<file path="src/rtl/core/mhpq_pkg.sv">
`timescale 1ns / 1ps
// ----------------------------------------------------------------------------
// Max-heap priority queue package
// Shared types and codes for the heap sequencer, its storage and the top level.
// ----------------------------------------------------------------------------
package mhpq_pkg;

    // Width of the fixed fields of a request and a result.
    localparam int unsigned KEY_W    = 32;
    localparam int unsigned STATUS_W = 2;
    localparam int unsigned COUNT_W  = 8;

    // Operation carried by a request.
    typedef enum logic [0:0] {
        CMD_INSERT = 1'b0,
        CMD_REMOVE = 1'b1
    } t_cmd;

    // Outcome reported with every result.
    typedef enum logic [STATUS_W-1:0] {
        ST_DONE  = 2'd0,
        ST_FULL  = 2'd1,
        ST_EMPTY = 2'd2
    } t_status;

    // Sequencer states.
    typedef enum logic [2:0] {
        S_IDLE,
        S_UP_READ,
        S_UP_CMP,
        S_RM_LOAD,
        S_DN_READ,
        S_DN_CMP,
        S_DONE
    } t_state;

    // One result as it leaves the sequencer.
    typedef struct packed {
        logic signed [KEY_W-1:0] removed_value;
        logic [STATUS_W-1:0]     status;
        logic [COUNT_W-1:0]      count;
    } t_rsp;

endpackage

</file>
<file path="src/rtl/core/mhpq_store.sv">
`timescale 1ns / 1ps
// ----------------------------------------------------------------------------
// Heap storage
// Synchronous memory with one write port and two registered read ports.
// ----------------------------------------------------------------------------
module mhpq_store #(
    parameter int unsigned DEPTH = 128,
    parameter int unsigned AW    = 7
) (
    input  logic                              i_clk,
    input  logic                              i_we,
    input  logic [AW-1:0]                     i_waddr,
    input  logic signed [mhpq_pkg::KEY_W-1:0] i_wdata,
    input  logic [AW-1:0]                     i_raddr_a,
    input  logic [AW-1:0]                     i_raddr_b,
    output logic signed [mhpq_pkg::KEY_W-1:0] o_rdata_a,
    output logic signed [mhpq_pkg::KEY_W-1:0] o_rdata_b
);
    import mhpq_pkg::*;

    logic signed [KEY_W-1:0] r_mem [DEPTH];

    // Write port.
    always_ff @(posedge i_clk) begin
        if (i_we) begin
            r_mem[i_waddr] <= i_wdata;
        end
    end

    // Two registered read ports.
    always_ff @(posedge i_clk) begin
        o_rdata_a <= r_mem[i_raddr_a];
        o_rdata_b <= r_mem[i_raddr_b];
    end

endmodule

</file>
<file path="config.mk">
export PLATFORM = sky130hd
export DESIGN_NAME = mhpq_store
export DESIGN_NICKNAME = d
export VERILOG_FILES = /design/src/rtl/core/mhpq_pkg.sv /design/src/rtl/core/mhpq_store.sv
export SDC_FILE = /design/constraint.sdc
export NUM_CORES = 2
export LEC_CHECK = 0
export BUFFER_PORTS_ARGS = -buffer_cell sky130_fd_sc_hd__buf_2
export CORE_UTILIZATION = 45
export CTS_CLUSTER_DIAMETER = 120
export DETAILED_ROUTE_END_ITERATION = 8
export GPL_ROUTABILITY_DRIVEN = 0
export SYNTH_ARGS = -nofsm -noshare
export SYNTH_HDL_FRONTEND = slang
export SYNTH_SLANG_ARGS = --single-unit
export TNS_END_PERCENT = 5
</file>
<file path="constraint.sdc">
create_clock -name i_clk -period 4.22 [get_ports i_clk]
set_input_delay 0.211 -clock i_clk [delete_from_list [all_inputs] [get_ports i_clk]]
set_output_delay 0.211 -clock i_clk [all_outputs]
set_load 0.03 [all_outputs]
</file>
* After elaboration in Yosys (flattened, before gate mapping)
Memories as Yosys holds them, arrays and structs flattened. A register that Yosys moved wholly into a read port is not among the register bits. Index checks and enable logic that the tools add are counted.
Cells by class: mux-type cells 2
Operators by type and width (count):
- $mux 1 | 2
Storage, ports and cells: bits in writable memories 4096, memories 1, output and inout port bits 64, register bits 0, word-level logic and storage cells 3, input port bits 55
Memories:
- r_mem | depth 128, bits a word 32, read ports 2, clocked after memory_dff 2, wr ports 1, RTL line mhpq_store.sv:21 | logic signed [KEY_W-1:0] r_mem [DEPTH];

* Depth between registers and ports, before layout
depth after elaboration 2, mapped depth 8, gate-level depth less buffers 4

* Worst setup path before layout
Ideal clock, no wire load.
kind input to register, from input i_we, to memory r_mem[98][0] (enable), setup time 0.461 ns, path buffers 1, required time 3.759 ns, stages 3, data arrival time 2.989 ns, path slack 0.770 ns, cells stage by stage clkbuf_1 -> nand4_1 -> nor3_1
Between the ends: word-level cells in the longest chain between the ends 2
RTL lines:
- start: declaration | RTL line mhpq_store.sv:11 | input logic i_we,
- $mux 1 | RTL line mhpq_store.sv:25 | if (i_we) begin
- $mux 1 (not written as such) | RTL line mhpq_store.sv:26 | r_mem[i_waddr] <= i_wdata;
- end: declaration | RTL line mhpq_store.sv:21
Every way passes these cells.

==> impl_metrics.json <==
{
  "post-route-period-util_pct": 64.98,
  "grt_usage_pct": 28.62,
  "crit_arrival_ns": 3.61,
  "clock_sinks": 4160,
  "max-cap-violations": 0,
  "hp-class": "in -> reg",
  "antenna_found_initial": 84,
  "crit_chain": "buf_8 > buf_12 > buf_12 > buf_4 > mux4_2 > mux4_2 > mux4_2 > mux2_2",
  "dp_slack_ns": 0.5720,
  "cts-root-buf": "clkbuf_16",
  "required_ns": 5.09,
  "grt_overflow": 0,
  "routedWlPerCell_um": 42.59,
  "first_global_vias": 100900,
  "multiInputGateArea_um2": 62890,
  "endpoint_kind": "flop",
  "setup_viol": 0,
  "critPathMaxStageDelay_ns": 0.71,
  "cts_tree": "done",
  "slew_headroom_pct": 10.31,
  "netlist_instances": 7701,
  "routed_wl_mm": 607.2,
  "irDropWorstVdd_mv": 0.3939,
  "setup_ws_ns": 1.478,
  "drive_above_1_share_pct": 48.82,
  "cts_buffers": 429,
  "layout_commonest_cell": "edfxtp_1",
  "ant_nets": 0,
  "worst_pin_slew_ns": 1.345,
  "drt-initial-drc-count": 13780,
  "grt_pass1_wl_mm": 831.6,
  "hold_violations": 0,
  "slew_viol_final": 0,
  "path_class": "in -> reg",
  "cp_max_fo": 30,
  "fin_cells": 14260,
  "crit_slowest_cell": "mux4_2",
  "initial_core_util_pct": 45.24,
  "skew_ns": 0.03986,
  "path_clk_slew_ns": 0.06,
  "final_util_pct": 51.95,
  "crit_family": "multiplexers",
  "dp_hpwl_mm": 361.3,
  "ys_seq_area_share_pct": 65.84,
  "rrSetupSlack_ns": 1.51,
  "avgSynthCellArea_um2": 24.51,
  "regArea_um2": 124300,
  "setup-tns-final_ns": 0,
  "ios": 119,
  "rows": 237,
  "vias_per_cell": 6.976,
  "ys_ff_latch": 4160,
  "portBuffers": 118,
  "p_per_area_nw_per_um2": 429.0,
  "grt_max_degree": 129,
  "die_h_um": 649.7,
  "dr.pass1.iters": 5,
  "post-route-min-period_ns": 2.742,
  "fillCellCount": 31380,
  "dp.cells": 13250,
  "synth-warning-count": 0,
  "fmax_mhz": 364.7,
  "syn_to_final_growth_pct": 14.81,
  "final_cell_mix": "edfxtp_1 (4096), mux4_2 (2688), clkbuf_16 (441)",
  "status": "complete, no violations",
  "clockBufferDepth": 4,
  "clkLatencyLatePin_ns": 0.98,
  "postCtsSetupBuffers": 0,
  "synth_area_um2": 188800,
  "htreeDepth": 5,
  "vias": 99440,
  "leakagePower_uw": 0.06614,
  "coreArea_um2": 417200,
  "p_total_uw": 92990,
  "dieArea_um2": 422100,
  "drc": 0,
  "die_x_um": 649.7,
  "rsz0062_at_grt": "false",
  "synth.distinct_cells": 17,
  "nets": 8277,
  "syn_nets": 7756,
  "path_common_cell": "mux4_2",
  "setup.worst_path.start_class": "input pin",
  "critPathBufInv": 4
}
[layer usage]
layer / share of wire, % / vias up / wire [µm] / track usage [%]
li1: - / 36640 / - / -
met1: 37 / 55510 / 222500 / 38.06
met2: 49 / 6154 / 297500 / 46.28
met3: 9.8 / 1100 / 59360 / 6.087
met4: 4.5 / 32 / 27620 / 11.86
met5: 0.032 / - / 196 / 0
[final cells by class]
class | instances | share of cell area, %
well taps | 5497 | 3.173
clock inverters | 272 | 1.316
clock buffers | 530 | 5.301
repair buffers | 709 | 3.656
flip-flops and latches | 4160 | 57.34
diodes | 165 | 0.1905
multi-input cells | 2922 | 29.02
[metrics by stage]
stage                     hold slack (ns)  cell area (µm²)
after floorplan                    0.3099           188800
after global placement             0.6536           201600
after detailed placement           0.6473           201600
after CTS                       0.0008850           216300
after global routing              0.07436           216600
final                              0.1092           216700
[logic make-up after synthesis]
kind of cell / synth area share [%]
muxes: 32.45
buffers and inverters: 1.341
and+or+nand+nor: 0.3692
DFF: 65.84
[tightest hold or removal path, stage by stage]
cell and delay, ns:
buf_2 0.16, nand3_1 0.32, nor2_4 0.20
[repair_timing]
item,4_1_cts,5_1_grt
hold buffers,35,0
resized for setup,0,0
hold endpoints to repair,2242,0
[state kept, by name, summed over array words and instances (netlist names)]
signal and cells:
r_mem 4096, o_rdata_b 32, o_rdata_a 32
[synth_stat cells]
cell	number	area, µm²
buf_1	132	495.5
buf_2	103	515.5
buf_4	17	127.6
buf_6	2	22.52
clkbuf_1	365	1370
dfxtp_1	64	1281
edfxtp_1	4096	123000
mux2_2	64	720.7
mux4_2	2688	60540
nand2_1	14	52.55
nand2b_1	2	12.51
nand3_1	12	60.06
nand4_1	3	18.77
nor2_1	122	457.9
nor2b_1	7	43.79
nor3_1	9	45.04
or3_1	1	6.260
[worst paths after layout]
| kind | start | to | cells after the start |
|---|---|---|---|
| setup / recovery | i_raddr_b[2] | o_rdata_b[28] | 8 |
| hold / removal | i_waddr[1] | r_mem[79][0] | 3 |
| setup reg to reg | r_mem[95][28] | o_rdata_b[28] | 4 |
| hold reg to reg | r_mem[124][26] | o_rdata_b[26] | 4 |
[report_power, final]
part | leakage (µW) | switching [µW] | internal [µW] | total, µW
registers | 0.0374 | 468 | 45600 | 46100
clock network | 0.00700 | 16400 | 22600 | 39000
logic | 0.0218 | 4440 | 3450 | 7890
total | 0.0661 | 21300 | 71700 | 93000
No activity file was read; power rests on OpenSTA's default activity.
