===== config.mk =====
export PLATFORM = sky130hd
export DESIGN_NAME = mhpq_seq
export DESIGN_NICKNAME = d
export VERILOG_FILES = /design/src/rtl/core/mhpq_pkg.sv /design/src/rtl/core/mhpq_seq.sv
export SDC_FILE = /design/constraint.sdc
export NUM_CORES = 1
export LEC_CHECK = 0
export ABC_CLOCK_PERIOD_IN_PS = 7600
export BUFFER_PORTS_ARGS = -buffer_cell sky130_fd_sc_hd__buf_2
export CAP_MARGIN = 20
export CORE_MARGIN = 2
export CORE_UTILIZATION = 55
export DETAILED_ROUTE_END_ITERATION = 6
export PLACE_DENSITY = 0.83
export SLEW_MARGIN = 20
export SYNTH_ARGS = -nofsm -noshare
export SYNTH_HDL_FRONTEND = slang
export SYNTH_SLANG_ARGS = --single-unit

===== constraint.sdc =====
create_clock -name i_clk -period 7.6 [get_ports i_clk]
set_input_delay 0.76 -clock i_clk [delete_from_list [all_inputs] [get_ports i_clk]]
set_output_delay 0.76 -clock i_clk [all_outputs]
set_load 0.03 [all_outputs]

===== src/rtl/core/mhpq_pkg.sv =====
`timescale 1ns / 1ps
// ----------------------------------------------------------------------------
// Max-heap priority queue package
// Shared types and codes for the heap sequencer, its storage and the top level.
// ----------------------------------------------------------------------------
package mhpq_pkg;

    // Width of the fixed fields of a request and a result.
    localparam int unsigned KEY_W    = 32;
    localparam int unsigned STATUS_W = 2;
    localparam int unsigned COUNT_W  = 8;

    // Operation carried by a request.
    typedef enum logic [0:0] {
        CMD_INSERT = 1'b0,
        CMD_REMOVE = 1'b1
    } t_cmd;

    // Outcome reported with every result.
    typedef enum logic [STATUS_W-1:0] {
        ST_DONE  = 2'd0,
        ST_FULL  = 2'd1,
        ST_EMPTY = 2'd2
    } t_status;

    // Sequencer states.
    typedef enum logic [2:0] {
        S_IDLE,
        S_UP_READ,
        S_UP_CMP,
        S_RM_LOAD,
        S_DN_READ,
        S_DN_CMP,
        S_DONE
    } t_state;

    // One result as it leaves the sequencer.
    typedef struct packed {
        logic signed [KEY_W-1:0] removed_value;
        logic [STATUS_W-1:0]     status;
        logic [COUNT_W-1:0]      count;
    } t_rsp;

endpackage


===== src/rtl/core/mhpq_seq.sv =====
`timescale 1ns / 1ps
// ----------------------------------------------------------------------------
// Heap sequencer
// Runs one insert or remove at a time, walking the heap through the storage
// with a moving hole: the travelling key stays in a register and is written
// once, where the walk stops.
// ----------------------------------------------------------------------------
module mhpq_seq #(
    parameter int unsigned CAPACITY = 128,
    parameter int unsigned AW       = 7,
    parameter int unsigned CW       = 8
) (
    input  logic                              i_clk,
    input  logic                              i_rst_n,
    // Request side
    input  logic                              i_req_valid,
    output logic                              o_req_ready,
    input  logic                              i_cmd,
    input  logic signed [mhpq_pkg::KEY_W-1:0] i_value,
    // Result side
    output logic                              o_res_valid,
    input  logic                              i_res_ready,
    output mhpq_pkg::t_rsp                    o_res,
    // Storage ports
    output logic                              o_we,
    output logic [AW-1:0]                     o_waddr,
    output logic signed [mhpq_pkg::KEY_W-1:0] o_wdata,
    output logic [AW-1:0]                     o_raddr_a,
    output logic [AW-1:0]                     o_raddr_b,
    input  logic signed [mhpq_pkg::KEY_W-1:0] i_rdata_a,
    input  logic signed [mhpq_pkg::KEY_W-1:0] i_rdata_b
);
    import mhpq_pkg::*;

    // Child positions need one more bit than a position; compares use two more.
    localparam int unsigned XW = AW + 2;

    t_state                  r_state, n_state;
    logic [CW-1:0]           r_count, n_count;
    logic [AW-1:0]           r_pos, n_pos;
    logic signed [KEY_W-1:0] r_key, n_key;
    logic signed [KEY_W-1:0] r_removed, n_removed;
    t_status                 r_status, n_status;

    logic                    w_accept;
    logic                    w_full;
    logic                    w_empty;
    logic [AW-1:0]           w_parent;
    logic [AW:0]             w_left;
    logic [AW:0]             w_right;
    logic                    w_has_left;
    logic                    w_has_right;
    logic                    w_pick_right;
    logic signed [KEY_W-1:0] w_child_val;
    logic [AW-1:0]           w_child_pos;
    logic                    w_up_move;
    logic                    w_dn_move;
    logic [CW+COUNT_W-1:0]   w_count_ext;

    // Heap geometry around the current position.
    assign w_accept     = i_req_valid && o_req_ready;
    assign w_full       = (XW'(r_count) >= XW'(CAPACITY));
    assign w_empty      = (r_count == '0);
    assign w_parent     = AW'((r_pos - AW'(1)) >> 1);
    assign w_left       = {r_pos, 1'b1};
    assign w_right      = w_left + (AW+1)'(1);
    assign w_has_left   = (XW'(w_left) < XW'(r_count));
    assign w_has_right  = (XW'(w_right) < XW'(r_count));

    // Larger child, the left one on a tie, and whether the hole moves.
    assign w_pick_right = w_has_right && (i_rdata_b > i_rdata_a);
    assign w_child_val  = w_pick_right ? i_rdata_b : i_rdata_a;
    assign w_child_pos  = w_pick_right ? w_right[AW-1:0] : w_left[AW-1:0];
    assign w_up_move    = (r_key > i_rdata_a);
    assign w_dn_move    = (w_child_val > r_key);

    // Next state.
    always_comb begin
        n_state = r_state;
        case (r_state)
            S_IDLE: begin
                if (w_accept) begin
                    if (i_cmd == CMD_REMOVE) begin
                        n_state = w_empty ? S_DONE : S_RM_LOAD;
                    end else begin
                        n_state = w_full ? S_DONE : S_UP_READ;
                    end
                end
            end
            S_UP_READ: begin
                n_state = (r_pos == '0) ? S_DONE : S_UP_CMP;
            end
            S_UP_CMP: begin
                n_state = w_up_move ? S_UP_READ : S_DONE;
            end
            S_RM_LOAD: begin
                n_state = w_empty ? S_DONE : S_DN_READ;
            end
            S_DN_READ: begin
                n_state = w_has_left ? S_DN_CMP : S_DONE;
            end
            S_DN_CMP: begin
                n_state = w_dn_move ? S_DN_READ : S_DONE;
            end
            S_DONE: begin
                if (i_res_ready) begin
                    n_state = S_IDLE;
                end
            end
            default: n_state = S_IDLE;
        endcase
    end

    // Storage accesses and datapath register updates.
    always_comb begin
        n_count   = r_count;
        n_pos     = r_pos;
        n_key     = r_key;
        n_removed = r_removed;
        n_status  = r_status;
        o_we      = 1'b0;
        o_waddr   = r_pos;
        o_wdata   = r_key;
        o_raddr_a = '0;
        o_raddr_b = '0;
        case (r_state)
            S_IDLE: begin
                n_removed = '0;
                n_status  = ST_DONE;
                if (w_accept) begin
                    if (i_cmd == CMD_REMOVE) begin
                        if (w_empty) begin
                            n_status = ST_EMPTY;
                        end else begin
                            // Fetch the root and the last entry together.
                            o_raddr_b = AW'(r_count - CW'(1));
                            n_count   = r_count - CW'(1);
                            n_pos     = '0;
                        end
                    end else begin
                        if (w_full) begin
                            n_status = ST_FULL;
                        end else begin
                            n_key   = i_value;
                            n_pos   = AW'(r_count);
                            n_count = r_count + CW'(1);
                        end
                    end
                end
            end
            S_UP_READ: begin
                if (r_pos == '0) begin
                    o_we = 1'b1;
                end else begin
                    o_raddr_a = w_parent;
                end
            end
            S_UP_CMP: begin
                // Pull the smaller parent down into the hole, or settle the key.
                o_we = 1'b1;
                if (w_up_move) begin
                    o_wdata = i_rdata_a;
                    n_pos   = w_parent;
                end
            end
            S_RM_LOAD: begin
                n_removed = i_rdata_a;
                n_key     = i_rdata_b;
            end
            S_DN_READ: begin
                if (w_has_left) begin
                    o_raddr_a = w_left[AW-1:0];
                    o_raddr_b = w_right[AW-1:0];
                end else begin
                    o_we = 1'b1;
                end
            end
            S_DN_CMP: begin
                // Lift the larger child into the hole, or settle the key.
                o_we = 1'b1;
                if (w_dn_move) begin
                    o_wdata = w_child_val;
                    n_pos   = w_child_pos;
                end
            end
            S_DONE: begin
            end
            default: begin
            end
        endcase
    end

    // Control registers.
    always_ff @(posedge i_clk) begin
        if (!i_rst_n) begin
            r_state <= S_IDLE;
            r_count <= '0;
        end else begin
            r_state <= n_state;
            r_count <= n_count;
        end
    end

    // Datapath registers.
    always_ff @(posedge i_clk) begin
        r_pos     <= n_pos;
        r_key     <= n_key;
        r_removed <= n_removed;
        r_status  <= n_status;
    end

    // Result, with the count reduced to the result field width.
    assign w_count_ext         = {{COUNT_W{1'b0}}, r_count};
    assign o_req_ready         = (r_state == S_IDLE);
    assign o_res_valid         = (r_state == S_DONE);
    assign o_res.removed_value = r_removed;
    assign o_res.status        = r_status;
    assign o_res.count         = w_count_ext[COUNT_W-1:0];

endmodule


Yosys cells after proc, flatten, opt, wreduce, memory -nomap -nowiden. Cells that the tools add are included.

Output and inout port bits: 98. Input bits: 101. Word-level logic and storage cells: 89. Register bits: 84.

Reduce and logical (&&, ||, !) cells: 12. Muxes and demuxes: 45. Add/subtract/negate cells: 4. $lt $le $gt $ge: 6. Eq/ne operators: 16.

Operators by type and width (count): 32-bit 2-to-1 mux (6); 32-bit case mux with 2 select lines (3); 32-bit greater-than comparator (3); 7-bit 2-to-1 mux (12); 7-bit case mux with 2 select lines (2); 8-bit 2-to-1 mux (3); 3-bit 2-to-1 mux (7); 3-bit case mux with 7 select lines (1); 7-bit case mux with 3 select lines (1); 8-bit by 1-bit adder with 8-bit output, second input constant (2); 8-bit less-than comparator (2); 2-bit inequality test, second input constant (6); 2-bit 2-to-1 mux (5); 3-bit equality test, second input constant (3); 8-bit >= comparator, second input constant (1); 8-bit zero test (1); 4-bit AND reduction (2); 8-bit by 1-bit subtractor with 8-bit output, second input constant (1); 7-bit zero test (1); 7-bit by 1-bit subtractor with 7-bit output, second input constant (1); 3-bit by 2-bit equality test with 1-bit output, second input constant (2); 6-bit 2-to-1 mux (1); 3-bit inequality test, second input constant (2); 6-bit AND reduction (1); 10 further kinds (14).

Longest topological paths before layout. Gate-level depths: netlist of run 1.

Word-level depth: 7. Gate-level depth with buffers: 26. Mapped depth without buffers: 21.

Worst setup path before layout of run 1. OpenSTA, ideal clock, no wires.

Path kind: register to output. Start: register r_pos[2], in the netlist o_waddr[2]. End: output o_wdata[0] (netlist bit). Path buffers: 5. Data arrival time: 5785 ps. Cell stages (with the launch flop): 27. Data required time: 6840 ps. Setup slack: 1055 ps. Path through: edfxtp_1 > clkbuf_1 > nand3_1 > inv_1 > nand3_1 > xnor2_1 > ha_1 > a21o_1 > a21oi_1 > nand2_1 > a41o_1 > nor3_1 > clkbuf_1 > buf_1 > nand2_1 > o21ai_0 > ha_1 > a21o_1 > a211o_1 > a2111o_1 > o32a_1 > o211ai_2 > nor2_2 > and2_1 > buf_2 > buf_6 > a221o_1.

Cells in the longest elaborated chain, start to end: 7.

Ends and longest elaborated chain: start, declared (line mhpq_seq.sv:40) `logic [AW-1:0] r_pos, n_pos;`; start signal, assigned (line mhpq_seq.sv:206) `r_pos <= n_pos;`; 8-bit by 1-bit adder with 8-bit output * (line mhpq_seq.sv:66) `assign w_right = w_left + (AW+1)'(1);`; 8-bit less-than comparator * (line mhpq_seq.sv:68) `assign w_has_right = (XW'(w_right) < XW'(r_count));`; 1-bit logical AND * (line mhpq_seq.sv:71) `assign w_pick_right = w_has_right && (i_rdata_b > i_rdata_a);`; 32-bit 2-to-1 mux * (line mhpq_seq.sv:72) `assign w_child_val = w_pick_right ? i_rdata_b : i_rdata_a;`; 32-bit greater-than comparator (line mhpq_seq.sv:75) `assign w_dn_move = (w_child_val > r_key);`; 32-bit 2-to-1 mux * (line mhpq_seq.sv:181) `if (w_dn_move) begin`; 32-bit case mux with 2 select lines * (line mhpq_seq.sv:126) `case (r_state)`; end, declared (line mhpq_seq.sv:27) `output logic signed [mhpq_pkg::KEY_W-1:0] o_wdata,`.

Every way passes the cells marked *; elsewhere a longest branch is shown, timed or not.

Worst setup path in the final report of run 1.
Start: register r_pos[2], in the netlist o_waddr[2]. End: output o_wdata[20] (netlist bit).

The elaborated chain is that of the path after synthesis.

==> flow_summary.yaml, run 1 <==
detailed_routing:
  vias_per_cell: 6.10
  num_vias: 7442
  drtIter0Drc: 633
  wire_per_inst_um: 18.6
  drc: 0
  ant_nets: 0
  drtPass1Iterations: 7
  wl_um: 22700
clocking:
  clk_latency_ps: 350
  postCtsResizedCells: 0
  tritoncts: "yes"
  numClockSinks: 84
  cts_buffers: 9
  htreeDepth: 3
  cts_root_buffer: "clkbuf_16"
  clockBufferDepth: 2
  cts_setup_buffers: 0
  clk_pin_slew_ps: 60
  ctsHoldBuffers: 0
global_route:
  grt_first_pass_wirelength_um: 35400
  antenna_found_initial: 0
  grtUsageTotal: 0.305
  grt_max_degree: 50
  grt_overflow: 0
  grt_pass1_vias: 6995
pwr:
  peakVddDrop_uv: 233
  p_leak_nw: 4.26
  power_density_nw_per_um2: 395
die:
  die_w_um: 122
  fp.dieH_um: 122
  num_rows: 43
  io_pins: 199
  die-area_um2: 15000
  core_um2: 13800
  start_util: 0.559
place:
  hpwl_um: 17200
  numPlacedInstances: 1203
  io_buffers: 198
  place.gp.congestion: 0.960
sta:
  post-route-min-period_ps: 6940
  timing.final.hold_violations: 0
  worstMarginPinSlew_ps: 1120
  finalCritPeriodShare: 0.914
  rsz0062_at_grt: "false"
  setup_tns_ps: 0
  slew_headroom: 0.248
  skew_ps: 5.14
  slew_viol_final: 0
  fmaxAchievable_mhz: 144
  setup_viol: 0
finish:
  final_cell_mix: "buf_2 (198), ha_1 (115), inv_1 (82), edfxtp_1 (73), o21ai_0 (67)"
  drive_gt1_frac: 0.256
  area_growth_pct: 18.6
  nets: 1251
  layout.cells.non_filler: 1221
  final_common_cell: "buf_2"
worst_setup_path:
  cp-start-kind: "flop"
  endpoint_kind: "output port"
  crit_path_cell_trace: "nand3_1, inv_1, nand3_1, xnor2_1, ha_1, a21o_1, a21oi_1, nand2_1, a41o_1, nor3_2, buf_12, nand2_1, o21ai_0, ha_1, a21o_1, a211o_1, a2111o_1, o32a_1, o211ai_2, nor2_2, a21o_4, a221o_1, buf_2"
  cp.required_ps: 6840
  worstPathArrival_ps: 6180
  ff2ff_setup_slack_ps: 2000
  path_max_fanout: 49
  worstSetupPathType: "flop to output port"
  cp_slowest_stage_delay_ps: 600
  cp_slowest_cell: "edfxtp_1"
synth:
  syn_inst: 861
  ys_ff_latch: 84
  synth_cell_types: 65
  yosysWarnings: 0
  synth_flop_cell: "edfxtp_1"
  async_reset_ff_frac: 0
  syn_nets: 1077
  synth-edff-count: 73
  yosysSeqAreaShare: 0.313
  synth_area_per_cell_um2: 8.94
  netlist_area_um2: 7690
worst_hold_path:
  hold_class: "flop to flop"
flow_run:
  max_cap_violations: 0
outcome:
  status: "completed"
==> metrics by stage <==
stage / power (W) / setup slack [ps] / area [um^2] / util / hold WS, ps
finish: 0.00361 / 657 / 9130 / 0.663 / 588
global route: 0.00387 / 261 / 9120 / 0.662 / 631
CTS: 0.00359 / 677 / 9100 / 0.660 / 583
detailed placement: 0.00313 / 878 / 8800 / 0.639 / 571
global placement: 0.00309 / 1100 / 8800 / 0.639 / 546
floorplan: 0.00253 / 1050 / 7690 / - / 639
==> logic make-up after synthesis <==
group	after synthesis	share of synthesized area
xor+xnor	23	0.0262
buf+inv	126	0.0681
compound gates	214	0.184
mux	36	0.0520
flops	84	0.313
fa+ha+maj	115	0.187
simple gates	263	0.170
==> sequential cells by signal, indices dropped and copies added (netlist names) <==
register and count:
r_key 32, r_removed 32, r_count 8, o_waddr 7, r_state 3, r_status 2
==> power by group <==
part           internal (W)  leakage [nW]  switching (W)
Clock              0.000253         0.139       0.000193
Sequential         0.000719         0.815       0.000146
Combinational      0.000814          3.31        0.00148
Total               0.00179          4.26        0.00182
==> worst paths after layout <==
path,from,endpoint,depth (start not counted)
max reg2reg,o_waddr[2]$_DFFE_PP_,o_waddr[0]$_DFFE_PP_,21
max,o_waddr[2]$_DFFE_PP_,o_wdata[20],23
min reg2reg,r_count[7]$_SDFFE_PN0P_,r_count[7]$_SDFFE_PN0P_,2
min,r_count[7]$_SDFFE_PN0P_,r_count[7]$_SDFFE_PN0P_,2
==> layer usage <==
metal	vias up	routed length, um	track usage
li1	3569	-	-
met1	3532	9860	0.418
met2	311	10700	0.497
met3	30	1660	0.0460
met4	0	412	0.0963
met5	-	0	0
==> cell usage after synthesis (11+ instances only) <==
| cell | number | area, um^2 |
|---|---|---|
| nand4_1 | 23 | 144 |
| nor3_1 | 44 | 220 |
| nor2_1 | 53 | 199 |
| nand3_1 | 19 | 95.1 |
| nand2_1 | 67 | 251 |
| a21oi_1 | 56 | 280 |
| clkbuf_1 | 31 | 116 |
| a21o_1 | 13 | 97.6 |
| edfxtp_1 | 73 | 2190 |
| mux2_2 | 32 | 360 |
| xnor2_1 | 18 | 158 |
| inv_1 | 82 | 308 |
| or3_1 | 11 | 68.8 |
| o21ai_0 | 67 | 335 |
| a221o_1 | 32 | 320 |
| ha_1 | 115 | 1440 |
| dfxtp_1 | 11 | 220 |
==> critical path, delay by kind of cell, from the launching register on <==
| kind | cells | cell delay (ps) |
|---|---|---|
| xor+xnor | 1 | 280 |
| flops | 1 | 600 |
| compound gates | 11 | 2930 |
| buf+inv | 3 | 530 |
| fa+ha+maj | 2 | 570 |
| simple gates | 6 | 910 |
==> layout make-up <==
class,count,area (um^2)
diodes,1,2.50
clock buffers,9,225
clock inverters,7,67.6
fillers,1226,4650
inverters,82,308
multi-input cells,651,4790
flip-flops and latches,84,2410
well taps,180,225
repair buffers,207,1090
No activity file was read; power rests on OpenSTA's default activity.
==> inputs of run 2 (changes only) <==
--- a/config.mk
+++ b/config.mk
@@ -10,7 +10,9 @@
 export CAP_MARGIN = 20
 export CORE_MARGIN = 2
 export CORE_UTILIZATION = 55
+export CTS_BUF_LIST = sky130_fd_sc_hd__clkbuf_2
 export DETAILED_ROUTE_END_ITERATION = 6
+export GPL_TIMING_DRIVEN = 0
 export PLACE_DENSITY = 0.83
 export SLEW_MARGIN = 20
 export SYNTH_ARGS = -nofsm -noshare
==> run 2 against run 1 <==
Register-to-register slack is essentially flat. Fmax shrank 5.2%. Critical path type is now primary input to output port. Largest power group unchanged. Final cell count grew 3.2%.
==> flow_summary.yaml, run 2 (synthesis results as in run 1) <==
worst_setup_path:
  cp.required_ps: 6840
  cp_num_buf_inv: 8
  path_depth: 26
  rr_startpoint: "o_waddr[0]$_DFFE_PP_"
  critPathLaunch: "i_rdata_a[7]"
  cp_slowest_stage_delay_ps: 590
  cp_slowest_cell: "o41ai_1"
  cp-start-kind: "primary input"
  worstPathArrival_ps: 6570
  worstSetupPathType: "primary input to output port"
  ff2ff_setup_slack_ps: 2010
  cp-endpoint: "o_wdata[31]"
  rr_endpoint: "o_waddr[0]$_DFFE_PP_"
  crit_family: "compound AO/OA/AOI/OAI gates"
  endpoint_kind: "output port"
  cp_common_cell: "buf_2"
  path_max_fanout: 10
  reg2regPathDepth: 22
sta:
  fmaxAchievable_mhz: 136
  slew_headroom: 0.432
  setup_ws_ps: 272
  post-route-min-period_ps: 7330
  setup_viol: 0
  rsz0062_at_grt: "false"
  skew_ps: 29.2
  timing.final.hold_violations: 0
  worstMarginPinSlew_ps: 846
  finalCritPeriodShare: 0.964
  slew_viol_final: 0
place:
  hpwl_um: 18800
  io_buffers: 197
  place.gp.congestion: 0.913
  dpl_worst_slack_ps: -279
global_route:
  grt_max_degree: 20
  antenna_found_initial: 2
  grtUsageTotal: 0.327
  grt_overflow: 0
  grt_pass1_vias: 7510
  grt_first_pass_wirelength_um: 37700
finish:
  utilization: 0.665
  seq_area_um2: 2410
  final_cell_mix: "buf_2 (200), ha_1 (115), inv_1 (82), edfxtp_1 (73)"
  reg.largest.list: "r_key x32, r_removed x32, r_count x8"
  multi_input_area_um2: 4800
  nets: 1289
  area_growth_pct: 19.0
  fillCellCount: 1228
  drive_gt1_frac: 0.259
  final_common_cell: "buf_2"
pwr:
  peakVddDrop_uv: 207
  power_density_nw_per_um2: 384
  p_leak_nw: 4.30
die:
  core_um2: 13800
  io_pins: 199
  die-area_um2: 15000
  num_rows: 43
  die_w_um: 122
  start_util: 0.559
  fp.dieH_um: 122
detailed_routing:
  vias_per_cell: 6.12
  num_vias: 7711
  wl_um: 23900
  ant_nets: 0
  drtPass1Iterations: 7
  drtIter0Drc: 715
  wire_per_inst_um: 19.0
  drc: 0
clocking:
  clockBufferDepth: 2
  numClockSinks: 84
  clk_latency_ps: 620
  ctsHoldBuffers: 0
  cts_root_buffer: "clkbuf_2"
  htreeDepth: 3
  clk_pin_slew_ps: 250
  tritoncts: "yes"
  cts_buffers: 9
outcome:
  status: "completed"
flow_run:
  max_cap_violations: 0
worst_hold_path:
  hold_class: "primary input to flop"
==> run 2: metrics by stage <==
stage | instances | area (um^2) | power, W | hold slack [ps] | setup TNS (ps)
after floorplan | 861 | 7690 | 0.00253 | 639 | 0
after global placement | 1238 | 8910 | 0.00314 | 519 | -8960
after detailed placement | 1241 | 8980 | 0.00320 | 555 | -6970
after CTS | 1257 | 9110 | 0.00347 | 384 | 0
after global routing | 1259 | 9150 | 0.00378 | 368 | 0
final | 1260 | 9150 | 0.00352 | 419 | 0
==> run 2: per-layer routing <==
| metal | up-vias | routed length [um] | share of wire | GRT usage |
|---|---|---|---|---|
| met5 | - | 0 | 0 | 0 |
| met4 | 0 | 693 | 0.029 | 0.119 |
| met3 | 55 | 2160 | 0.091 | 0.0646 |
| met2 | 410 | 11000 | 0.46 | 0.524 |
| met1 | 3606 | 10000 | 0.42 | 0.439 |
| li1 | 3640 | - | - | - |
==> run 2: worst reg2reg max path: cells and delay by family, from the launching register on <==
family	cells	cell delay [ps]
and+or+nand+nor	7	1330
buffers and inverters	3	580
DFF	1	480
AOI/OAI and AO/OA	8	2060
adders and majority gates	3	740
xor gates and xnor gates	1	170
==> run 2: repair_timing <==
action | 4_1_cts | 5_1_grt
setup buffers | 3 | 1
endpoints found under the hold margin | 0 | 0
pin swaps | 0 | 0
resized for setup | 5 | 13
endpoints found under the setup margin | 32 | 32
==> run 2: report_power, final <==
group / internal, W / total, W / switching, W
Clock: 0.0000743 / 0.000243 / 0.000169
Sequential: 0.000713 / 0.000822 / 0.000110
Combinational: 0.000867 / 0.00245 / 0.00159
==> run 2: final cells by class <==
class	count	area share
Antenna cell	2	0.000547
Buffer	41	0.0243
Clock buffer	9	0.00492
Clock inverter	7	0.00738
Inverter	82	0.0336
Multi-Input combinational cell	651	0.524
Sequential cell	84	0.264
Tap cell	180	0.0246
Timing Repair Buffer	204	0.117
==> run 2: worst min path at each step <==
stage | startpoint | end | depth (start not counted)
6_report | i_value[15] | r_key[15]$_DFFE_PP_ | 2
5_1_grt | i_value[12] | r_key[12]$_DFFE_PP_ | 2
4_1_cts | i_value[15] | r_key[15]$_DFFE_PP_ | 2
3_5_place_dp | r_count[2]$_SDFFE_PN0P_ | r_count[2]$_SDFFE_PN0P_ | 2
3_3_place_gp | r_count[7]$_SDFFE_PN0P_ | r_count[7]$_SDFFE_PN0P_ | 2
2_1_floorplan | r_count[7]$_SDFFE_PN0P_ | r_count[7]$_SDFFE_PN0P_ | 2
